<file path="config.mk">
export PLATFORM = sky130hd
export DESIGN_NAME = cfr_rsp_reg
export DESIGN_NICKNAME = d
export VERILOG_FILES = /design/src/cfr_pkg.sv /design/src/cfr_rsp_reg.sv
export VERILOG_INCLUDE_DIRS = /design/src /design/src/src
export SDC_FILE = /design/constraint.sdc
export NUM_CORES = 1
export LEC_CHECK = 0
export BUFFER_PORTS_ARGS = -buffer_cell sky130_fd_sc_hd__buf_4
export CORE_ASPECT_RATIO = 1.5
export CORE_MARGIN = 5
export CORE_UTILIZATION = 30
export DETAILED_ROUTE_END_ITERATION = 12
export GPL_ROUTABILITY_DRIVEN = 0
export PLACE_DENSITY_LB_ADDON = 0.15
export REMOVE_ABC_BUFFERS = 1
export SLEW_MARGIN = 10
export SYNTH_ARGS = -nofsm -noshare
export SYNTH_HDL_FRONTEND = slang
export SYNTH_SLANG_ARGS = --single-unit
</file>
<file path="constraint.sdc">
create_clock -name clock -period 0.8 [get_ports clock]
set_input_delay 0.04 -clock clock [delete_from_list [all_inputs] [get_ports clock]]
set_output_delay 0.04 -clock clock [all_outputs]
set_load 0.1 [all_outputs]
</file>
<file path="src/assert_macros.svh">
// assertion helpers shared by the rtl files
`ifndef ASSERT_MACROS_SVH
`define ASSERT_MACROS_SVH

// check a property on every clock edge outside reset
`define CFR_ASSERT(label, clk, rst, prop) \
   label: assert property (@(posedge clk) disable iff (rst) prop) \
   else $error("cfr assertion failed");

// check a property on every clock edge, reset included
`define CFR_ASSERT_ALWAYS(label, clk, prop) \
   label: assert property (@(posedge clk) prop) \
   else $error("cfr assertion failed");

`endif

</file>
<file path="src/cfr_pkg.sv">
package cfr_pkg;

   localparam int SLOTS       = 8;
   localparam int MAX_FRAGS   = 32;
   localparam int CHUNK_BYTES = 8;
   localparam int SLOT_W      = (SLOTS > 1) ? $clog2(SLOTS) : 1;
   localparam int POS_W       = $clog2(MAX_FRAGS);
   localparam int ADDR_W      = SLOT_W + POS_W;
   localparam int DEPTH       = SLOTS * MAX_FRAGS;
   localparam int CNT_W       = 6;
   localparam logic [7:0] EVICT_OFFSET = 8'd127;

   // register indexes of the csr port
   localparam int CSR_IDX_W = 2;
   localparam logic [CSR_IDX_W-1:0] CSR_DEST_A = 2'd0;
   localparam logic [CSR_IDX_W-1:0] CSR_DEST_B = 2'd1;

   // one stored fragment
   typedef struct packed {
      logic [3:0]  bytes;
      logic [63:0] chunk;
   } frag_type;

   // one result word
   typedef struct packed {
      logic [7:0]  source;
      logic [7:0]  dest;
      logic [2:0]  prio;
      logic [63:0] chunk;
      logic [3:0]  bytes;
      logic        last;
   } rsp_type;

   // saturate the byte count to the chunk size
   function automatic logic [3:0] sat_bytes(input logic [3:0] n);
      logic [3:0] r;
      r = (n > 4'(CHUNK_BYTES)) ? 4'(CHUNK_BYTES) : n;
      return r;
   endfunction

   // clear payload bytes beyond the count
   function automatic logic [63:0] keep_bytes(input logic [63:0] d, input logic [3:0] n);
      logic [63:0] r;
      r = d;
      for (int i = 0; i < 8; i++) begin
         if (4'(i) >= n) r[i*8 +: 8] = 8'd0;
      end
      return r;
   endfunction

endpackage

</file>
<file path="src/cfr_rsp_reg.sv">
module cfr_rsp_reg (
   input  logic             clock,
   input  logic             reset,
   input  logic             load,
   input  cfr_pkg::rsp_type load_data,
   output logic             free,
   output logic             rsp_valid,
   input  logic             rsp_ready,
   output cfr_pkg::rsp_type rsp_data
);
   import cfr_pkg::*;

   logic    valid_ff, valid_in;
   rsp_type data_ff;

   assign free     = !valid_ff || rsp_ready;
   assign valid_in = load ? 1'b1 : (rsp_ready ? 1'b0 : valid_ff);

   // output word register
   always_ff @(posedge clock) begin
      if (reset) begin
         valid_ff <= 1'b0;
      end else begin
         valid_ff <= valid_in;
      end
   end

   always_ff @(posedge clock) begin
      if (load) begin
         data_ff <= load_data;
      end
   end

   assign rsp_valid = valid_ff;
   assign rsp_data  = data_ff;

   `include "assert_macros.svh"
   `CFR_ASSERT(a_load_when_free, clock, reset, load |-> free)
   `CFR_ASSERT(a_load_shows, clock, reset, load |=> rsp_valid)

endmodule

</file>
==> results of run 1 <==
-- worst max-delay path: cells and delay by family, from the launching register on --
kind	cells	cell delay (ps)
flops	1	360
buf+inv	1	170
simple gates	1	80
-- routing by layer --
layer | vias to the layer above | routed length [microns] | track usage
li1 | 951 | - | -
met3 | 13 | 692 | 0.0595
met1 | 938 | 2280 | 0.123
met4 | 0 | 129 | 0.0596
met2 | 83 | 4950 | 0.291
met5 | - | 0 | 0
-- final timing paths --
path	from	to	slack, ps	cells past startpoint
max	rsp_valid	free	-180	2
min	load	rsp_data[69]	40	1
max reg2reg	rsp_valid	rsp_valid	70	3
min reg2reg	rsp_valid	rsp_valid	610	3
-- kinds of logic after synthesis --
family                 after synthesis  synth area share
DFF                                 89             0.990
and+or+nand+nor                      1           0.00512
buffers and inverters                1           0.00139
AOI/OAI and AO/OA                    1           0.00326
-- layout make-up --
type                            count  area [sq um]
Clock inverter                      6          25.0
Clock buffer                       10           229
Multi-Input combinational cell      2          22.5
Timing Repair Buffer              277          2690
Inverter                            1          3.75
Fill cell                         637          3000
Tap cell                          110           138
Sequential cell                    89          2670
Antenna cell                        1          2.50
-- where the power goes --
group | total [uW] | internal, uW | leakage (uW) | switching, uW
clock | 3570 | 2050 | 0.000126 | 1530
combinational | 4310 | 1280 | 0.00142 | 3030
sequential | 5720 | 5540 | 0.000870 | 171
total | 13600 | 8870 | 0.00242 | 4730
-- state kept, by name, indices dropped and copies added (netlist names) --
register	flops
rsp_data	88
rsp_valid	1
-- cells in the final DEF, fill, tap and decap left out --
cell type,instances
a21oi_2,1
buf_12,4
buf_4,95
buf_6,88
buf_8,1
clkbuf_1,1
clkbuf_16,9
clkinv_1,4
clkinv_2,2
dfxtp_4,1
diode_2,1
dlygate4sd3_1,89
edfxtp_1,88
inv_1,1
nand2b_4,1
-- metrics by stage --
step	std cells	power (uW)
2_1_floorplan	92	8400
3_3_place_gp	389	9430
3_5_place_dp	389	9460
4_1_cts	495	13800
5_1_grt	496	14100
6_report	496	13600
-- repair_timing --
item	CTS	global route
setup buffers	1	1
pin swaps	0	1
gates cloned	0	0
endpoints found under the setup margin	90	91
hold buffers	89	0
endpoints found under the hold margin	89	0
resized for setup	95	3
==> qor.csv, run 1 <==
stage,metric,value,unit
floorplanning,dieWidth,87.3,microns
timing,fin_skew,0,ps
layout,post-route-util,0.658,
floorplanning,die_h,126,microns
floorplanning,rows,42,
timing,setup_tns,-13500,ps
route,drcViolationCount,0,
synth,synth-edff-count,88,
setup_path,crit_path_end_kind,primary output,
timing,worst_hold_slack,37.7,ps
clocking,cts-root-buf,clkbuf_16,
floorplanning,die_area,11000,sq um
setup_path,crit_slowest_cell,dfxtp_4,
timing,worstMarginPinSlew,214,ps
global_route,antenna_found_initial,1,
timing,rsz0062_at_grt,true,
synth,ys_ff_latch,89,
worst_hold_path,hold_class,in -> reg,
timing,period_needed,984,ps
layout,nets,472,
timing,setup_viol,90,
synth,yosysUniqueCellTypes,5,
clocking,clk_pin_slew_worst_paths,60,ps
timing,maxSlewHeadroom,0.858,
route,ant_nets,0,
synth,yosys.area.top_type_share,0.983,
synth,syn_area,2690,sq um
timing,clock.fmax,1.02,GHz
placement,pre_cts_slack,24.0,ps
synth,synth_flop_cell,edfxtp_1,
synth,yosysMostFrequentCell,edfxtp_1,
layout,design_area,5780,sq um
route,vias,1985,
setup_path,crit_chain,nand2b_4 -> buf_12,
synth,synth_area_per_cell,29.2,sq um
synth,async_flop_share,0,
setup_path,max_stage_delay,360,ps
synth,synthCells,92,
clocking,clock_path_buffers,2,
placement,detailed_place_hpwl,5610,microns
layout,syn_to_final_growth,115,%
clocking,htreeDepth,3,
synth,yosysTopAreaCell,edfxtp_1,
floorplanning,start_util,0.306,
outcome,outcome,"finished, violations left",
timing,finalCritPeriodShare,1.23,
power,ir_drop,1.47,mV
power,power.density,2350,nW/um^2
flow_run,maxCapViolCount,0,
clocking,worstSkewPairLatency,330,ps
global_route,grt_max_degree,31,
power,power_leakage,0.00242,uW
placement,port_buffers,181,
setup_path,crit_path_max_fanout,2,
synth,synth_common_cells,"88 x edfxtp_1, 1 x a21oi_2, 1 x dfxtp_1, 1 x inv_1, 1 x nand2b_4",
setup_path,cp.arrival,940,ps
clocking,cts-buffers-inserted,9,
floorplanning,core_area,8780,sq um
route,vias_per_cell,4.00,
outcome,violations,negative setup slack,
global_route,grt_pass1_wl,11600,microns
layout,drive_gt1_frac,0.525,
setup_path,worstSetupStartpointType,flop,
synth,yosysWarnings,0,
clocking,cts_tree,done,
route,routedWlPerCell,16.2,microns
route,firstDrtPassIters,4,
synth,yosysSeqAreaShare,0.990,
timing,timing_hold_violations_final,0,
timing,slew_violations,0,
setup_path,required,760,ps
timing,fin_ws,-184,ps
synth,synthTopCellsByArea,"edfxtp_1 98%, dfxtp_1 0.74%, nand2b_4 0.51%, a21oi_2 0.33%, inv_1 0.14%",
clocking,clock_sinks,89,
global_route,grt_overflow,0,
global_route,grt_use_total,0.148,
floorplanning,io_pins,182,
route,drt_iter0_drc,45,
placement,place_area,4260,sq um
setup_path,crit_type,reg -> out,
global_route,grt_pass1_vias,2259,
route,totalWireLength,8050,microns
Note: power is estimated with default switching activity, not from simulation.
==> run 2, diff against run 1 <==
Settings changed: GPL_TIMING_DRIVEN set to 0.
==> qor.csv, run 2 (synthesis results as in run 1) <==
stage,metric,value,unit
clocking,clock_sinks,89,
outcome,violations,negative setup slack,
route,firstDrtPassIters,4,
power,finalPower,14000,uW
flow_run,maxCapViolCount,0,
clocking,cts_tree,done,
floorplanning,dieWidth,87.3,microns
floorplanning,core_area,8780,sq um
route,ant_nets,0,
layout,num_antenna_cells,0,
worst_hold_path,hold_class,in -> reg,
clocking,clk_pin_slew_worst_paths,60,ps
floorplanning,rows,42,
global_route,grt_overflow,0,
outcome,outcome,"finished, violations left",
power,power_leakage,0.00240,uW
timing,worstMarginPinSlew,813,ps
global_route,grt_max_degree,90,
layout,largest_reg_flops,88,
layout,drive_gt1_frac,0.528,
setup_path,max_stage_delay,420,ps
setup_path,critical-path-top-delay-family,flip-flops,
power,ir_drop,1.45,mV
route,totalWireLength,7950,microns
setup_path,crit_path_max_fanout,1,
global_route,antenna_found_initial,0,
timing,finalCritPeriodShare,1.24,
global_route,grt_pass1_wl,11700,microns
setup_path,required,760,ps
clocking,htreeDepth,3,
placement,pre_cts_slack,-519,ps
global_route,grt_use_total,0.147,
route,drt_iter0_drc,92,
global_route,grt_pass1_vias,2239,
timing,setup_tns,-13410,ps
layout,post-route-util,0.655,
setup_path,worstSetupStartpointType,flop,
layout,seq_area,2670,sq um
timing,setup_viol,90,
placement,port_buffers,181,
layout,syn_to_final_growth,114,%
route,vias_per_cell,4.06,
route,vias,1984,
clocking,clock_path_buffers,2,
setup_path,timing.critical_path.buf_inv,1,
timing,fin_skew,0,ps
setup_path,crit_slowest_cell,edfxtp_1,
route,routedWlPerCell,16.2,microns
setup_path,cp.arrival,960,ps
layout,final_cell_mix,"91 x buf_4, 89 x dlygate4sd3_1, 88 x buf_6, 88 x edfxtp_1, 9 x clkbuf_16",
floorplanning,die_h,126,microns
clocking,cts-root-buf,clkbuf_16,
layout,fill_cells,613,
setup_path,crit_path_end_kind,primary output,
timing,worst_hold_slack,97.2,ps
clocking,cts-buffers-inserted,9,
floorplanning,start_util,0.306,
timing,fin_ws,-195,ps
clocking,worstSkewPairLatency,330,ps
timing,clock.fmax,1.01,GHz
layout,layout_commonest_cell,buf_4,
timing,rsz0062_at_grt,true,
route,drcViolationCount,0,
setup_path,crit_chain,buf_6,
timing,slew_violations,0,
floorplanning,io_pins,182,
timing,timing_hold_violations_final,0,
layout,multiInputGateArea,22.5,sq um
setup_path,crit_type,reg -> out,
power,power.density,2440,nW/um^2
timing,maxSlewHeadroom,0.458,
floorplanning,die_area,11000,sq um
timing,period_needed,995,ps
layout,nets,466,
run 2: cell count changes in the layout (fill, tap and decap cells not counted), sizes merged:
cell / previous run / this run
buf: 188 / 182
clkbuf: 10 / 14
clkinv: 6 / 2
diode: 1 / 0
run 2: stage by stage:
step | cell area (sq um) | std cells
6_report | 5740 | 489
4_1_cts | 5720 | 488
2_1_floorplan | 2690 | 92
3_5_place_dp | 4190 | 383
3_3_place_gp | 4190 | 383
5_1_grt | 5740 | 489
run 2: what timing repair did:
action	in CTS	in global routing
hold buffers	89	0
resized for setup	94	4
endpoints found under the hold margin	89	0
buffers inserted	0	1
endpoints found under the setup margin	179	90
run 2: path summary, 6_finish.rpt:
check | startpoint | end | slack (ps) | depth (start not counted)
max reg2reg | rsp_valid | rsp_valid | 50 | 3
min | rsp_ready | rsp_valid | 100 | 4
min reg2reg | rsp_valid | rsp_valid | 620 | 3
max | rsp_data[37] | rsp_data[37] | -200 | 1
run 2: power by group:
group          switching [uW]  total (uW)  internal, uW
sequential                168        5720          5550
combinational            3030        4280          1250
clock                    1570        4010          2430
total                    4770       14000          9230
run 2: layer usage:
metal / GRT usage / up-vias / wire (microns)
li1: - / 935 / -
met1: 0.135 / 945 / 2430
met2: 0.274 / 88 / 4640
met3: 0.0497 / 16 / 660
met4: 0.0777 / 0 / 209
met5: 0 / - / 0
run 2: area by class of cell:
| type | instances | share of cell area |
|---|---|---|
| clock buffers | 14 | 0.0494 |
| clock inverters | 2 | 0.00174 |
| inverters | 1 | 0.000653 |
| multi-input cells | 2 | 0.00392 |
| flip-flops and latches | 89 | 0.464 |
| well taps | 110 | 0.0240 |
| repair buffers | 271 | 0.456 |
run 2: tightest hold or removal path, delay by kind of cell:
family	cells	cell delay, ps
AO/OA/AOI/OAI	1	40
buffers and inverters	2	190
AND/OR/NAND/NOR	1	120
==> run 3, diff against run 2 <==
Settings changed: CORE_MARGIN 5 to 4.
Clock period 0.8 ns to 0.9 ns, I/O delays scaled along.
==> qor.csv, run 3 (synthesis results as in run 1) <==
stage,metric,value,unit
floorplanning,die_area,10600,sq um
setup_path,worstSetupStartpointType,flop,
clocking,htreeDepth,3,
power,p_sw,4190,uW
timing,worstMarginPinSlew,793,ps
setup_path,r2r-start,rsp_valid,
setup_path,max_stage_delay,410,ps
timing,finalCritPeriodShare,1.11,
route,drt_iter0_drc,86,
power,power_frac_seq,0.420,
global_route,grt_pass1_vias,2146,
clocking,worstSkewPairLatency,330,ps
setup_path,cp.arrival,950,ps
timing,timing_hold_violations_final,0,
floorplanning,rows,42,
timing,worst_hold_slack,100,ps
power,ir_drop,1.46,mV
setup_path,crit_path_max_fanout,1,
worst_hold_path,holdPathStages,4,
outcome,violations,negative setup slack,
setup_path,crit_type,reg -> out,
setup_path,r2r_cells,3,
layout,design_area,5710,sq um
layout,final_cell_mix,"91 x buf_4, 89 x dlygate4sd3_1, 88 x edfxtp_1",
route,totalWireLength,7540,microns
setup_path,endpoint,rsp_data[79],
placement,detailed_place_hpwl,4870,microns
global_route,grt_overflow,0,
timing,fin_ws,-94.7,ps
layout,num_antenna_cells,0,
clocking,clock_path_buffers,2,
timing,maxSlewHeadroom,0.472,
layout,largest_reg_flops,88,
timing,period_needed,995,ps
route,drcViolationCount,0,
power,swShare,0.347,
floorplanning,io_pins,182,
placement,place_area,4190,sq um
setup_path,cp.depth,1,
setup_path,timing.critical_path.buf_inv,1,
layout,syn_to_final_growth,112,%
layout,post-route-util,0.651,
timing,fin_skew,0,ps
flow_run,maxCapViolCount,0,
floorplanning,dieWidth,85.3,microns
floorplanning,core_area,8780,sq um
timing,slew_violations,0,
timing,clock.fmax,1.01,GHz
clocking,cts-root-buf,clkbuf_16,
setup_path,required,850,ps
power,power_leakage,0.00238,uW
outcome,outcome,"finished, violations left",
worst_hold_path,hp-start,rsp_ready,
setup_path,crit_start,rsp_data[79],
setup_path,crit_path_end_kind,primary output,
layout,nets,466,
clocking,cts-buffers-inserted,9,
global_route,grt_max_degree,90,
clocking,clk_pin_slew_worst_paths,60,ps
route,vias,1949,
clocking,cts_tree,done,
floorplanning,die_h,124,microns
layout,layout_commonest_cell,buf_4,
setup_path,critical-path-top-delay-family,flip-flops,
power,power.density,2120,nW/um^2
global_route,grt_use_total,0.141,
global_route,antenna_found_initial,0,
global_route,grt_pass1_wl,10800,microns
power,combPwrFrac,0.315,
layout,drive_gt1_frac,0.513,
setup_path,crit_slowest_cell,edfxtp_1,
setup_path,r2r_slack,150,ps
clocking,clock_sinks,89,
worst_hold_path,hold_class,in -> reg,
route,routedWlPerCell,15.5,microns
timing,rsz0062_at_grt,true,
power,intPower,7900,uW
placement,port_buffers,181,
route,firstDrtPassIters,3,
setup_path,crit_chain,buf_6,
floorplanning,start_util,0.306,
setup_path,r2r-end,rsp_valid,
route,ant_nets,0,
timing,setup_viol,90,
route,vias_per_cell,3.99,
timing,setup_tns,-4680,ps
power,p_clk_frac,0.265,
==> run 3: cell type report <==
type	count	area [sq um]
Inverter	1	3.75
Fill cell	632	3060
Timing Repair Buffer	271	2640
Tap cell	110	138
Clock inverter	1	3.75
Sequential cell	89	2670
Multi-Input combinational cell	2	22.5
Clock buffer	14	244
==> run 3: how the worst min path moves through the flow <==
stage,endpoint
after floorplan,rsp_valid
after global placement,rsp_valid
after detailed placement,rsp_valid
after CTS,rsp_valid
after global routing,rsp_valid
final,rsp_valid
==> run 3: what timing repair did <==
action,4_1_cts,5_1_grt
buffers inserted,0,1
hold endpoints to repair,89,0
pin swaps,0,0
gates resized for setup,94,8
setup endpoints to repair,179,90
hold buffers,89,0
==> run 3: per-layer routing <==
layer | GRT usage | vias up | routed length (microns)
met2 | 0.257 | 92 | 4400
met1 | 0.143 | 908 | 2430
met3 | 0.0410 | 15 | 526
met5 | 0 | - | 0
met4 | 0.0743 | 0 | 195
li1 | - | 934 | -
==> run 3: power by group through the flow <==
stage / Clock, uW / Combinational [uW] / Sequential, uW
global placement: 0 / 3250 / 5090
detailed placement: 0 / 3270 / 5100
floorplan: 0 / 23.7 / 7440
finish: 3210 / 3800 / 5080
CTS: 3320 / 3800 / 5080
global route: 3510 / 3890 / 5110
==> run 3: metrics by stage <==
step	total power, uW	instances	setup slack, ps
3_5_place_dp	8370	383	-421
4_1_cts	12200	487	-92.6
3_3_place_gp	8340	383	-397
2_1_floorplan	7470	92	-732
6_report	12100	488	-94.7
5_1_grt	12500	488	-120
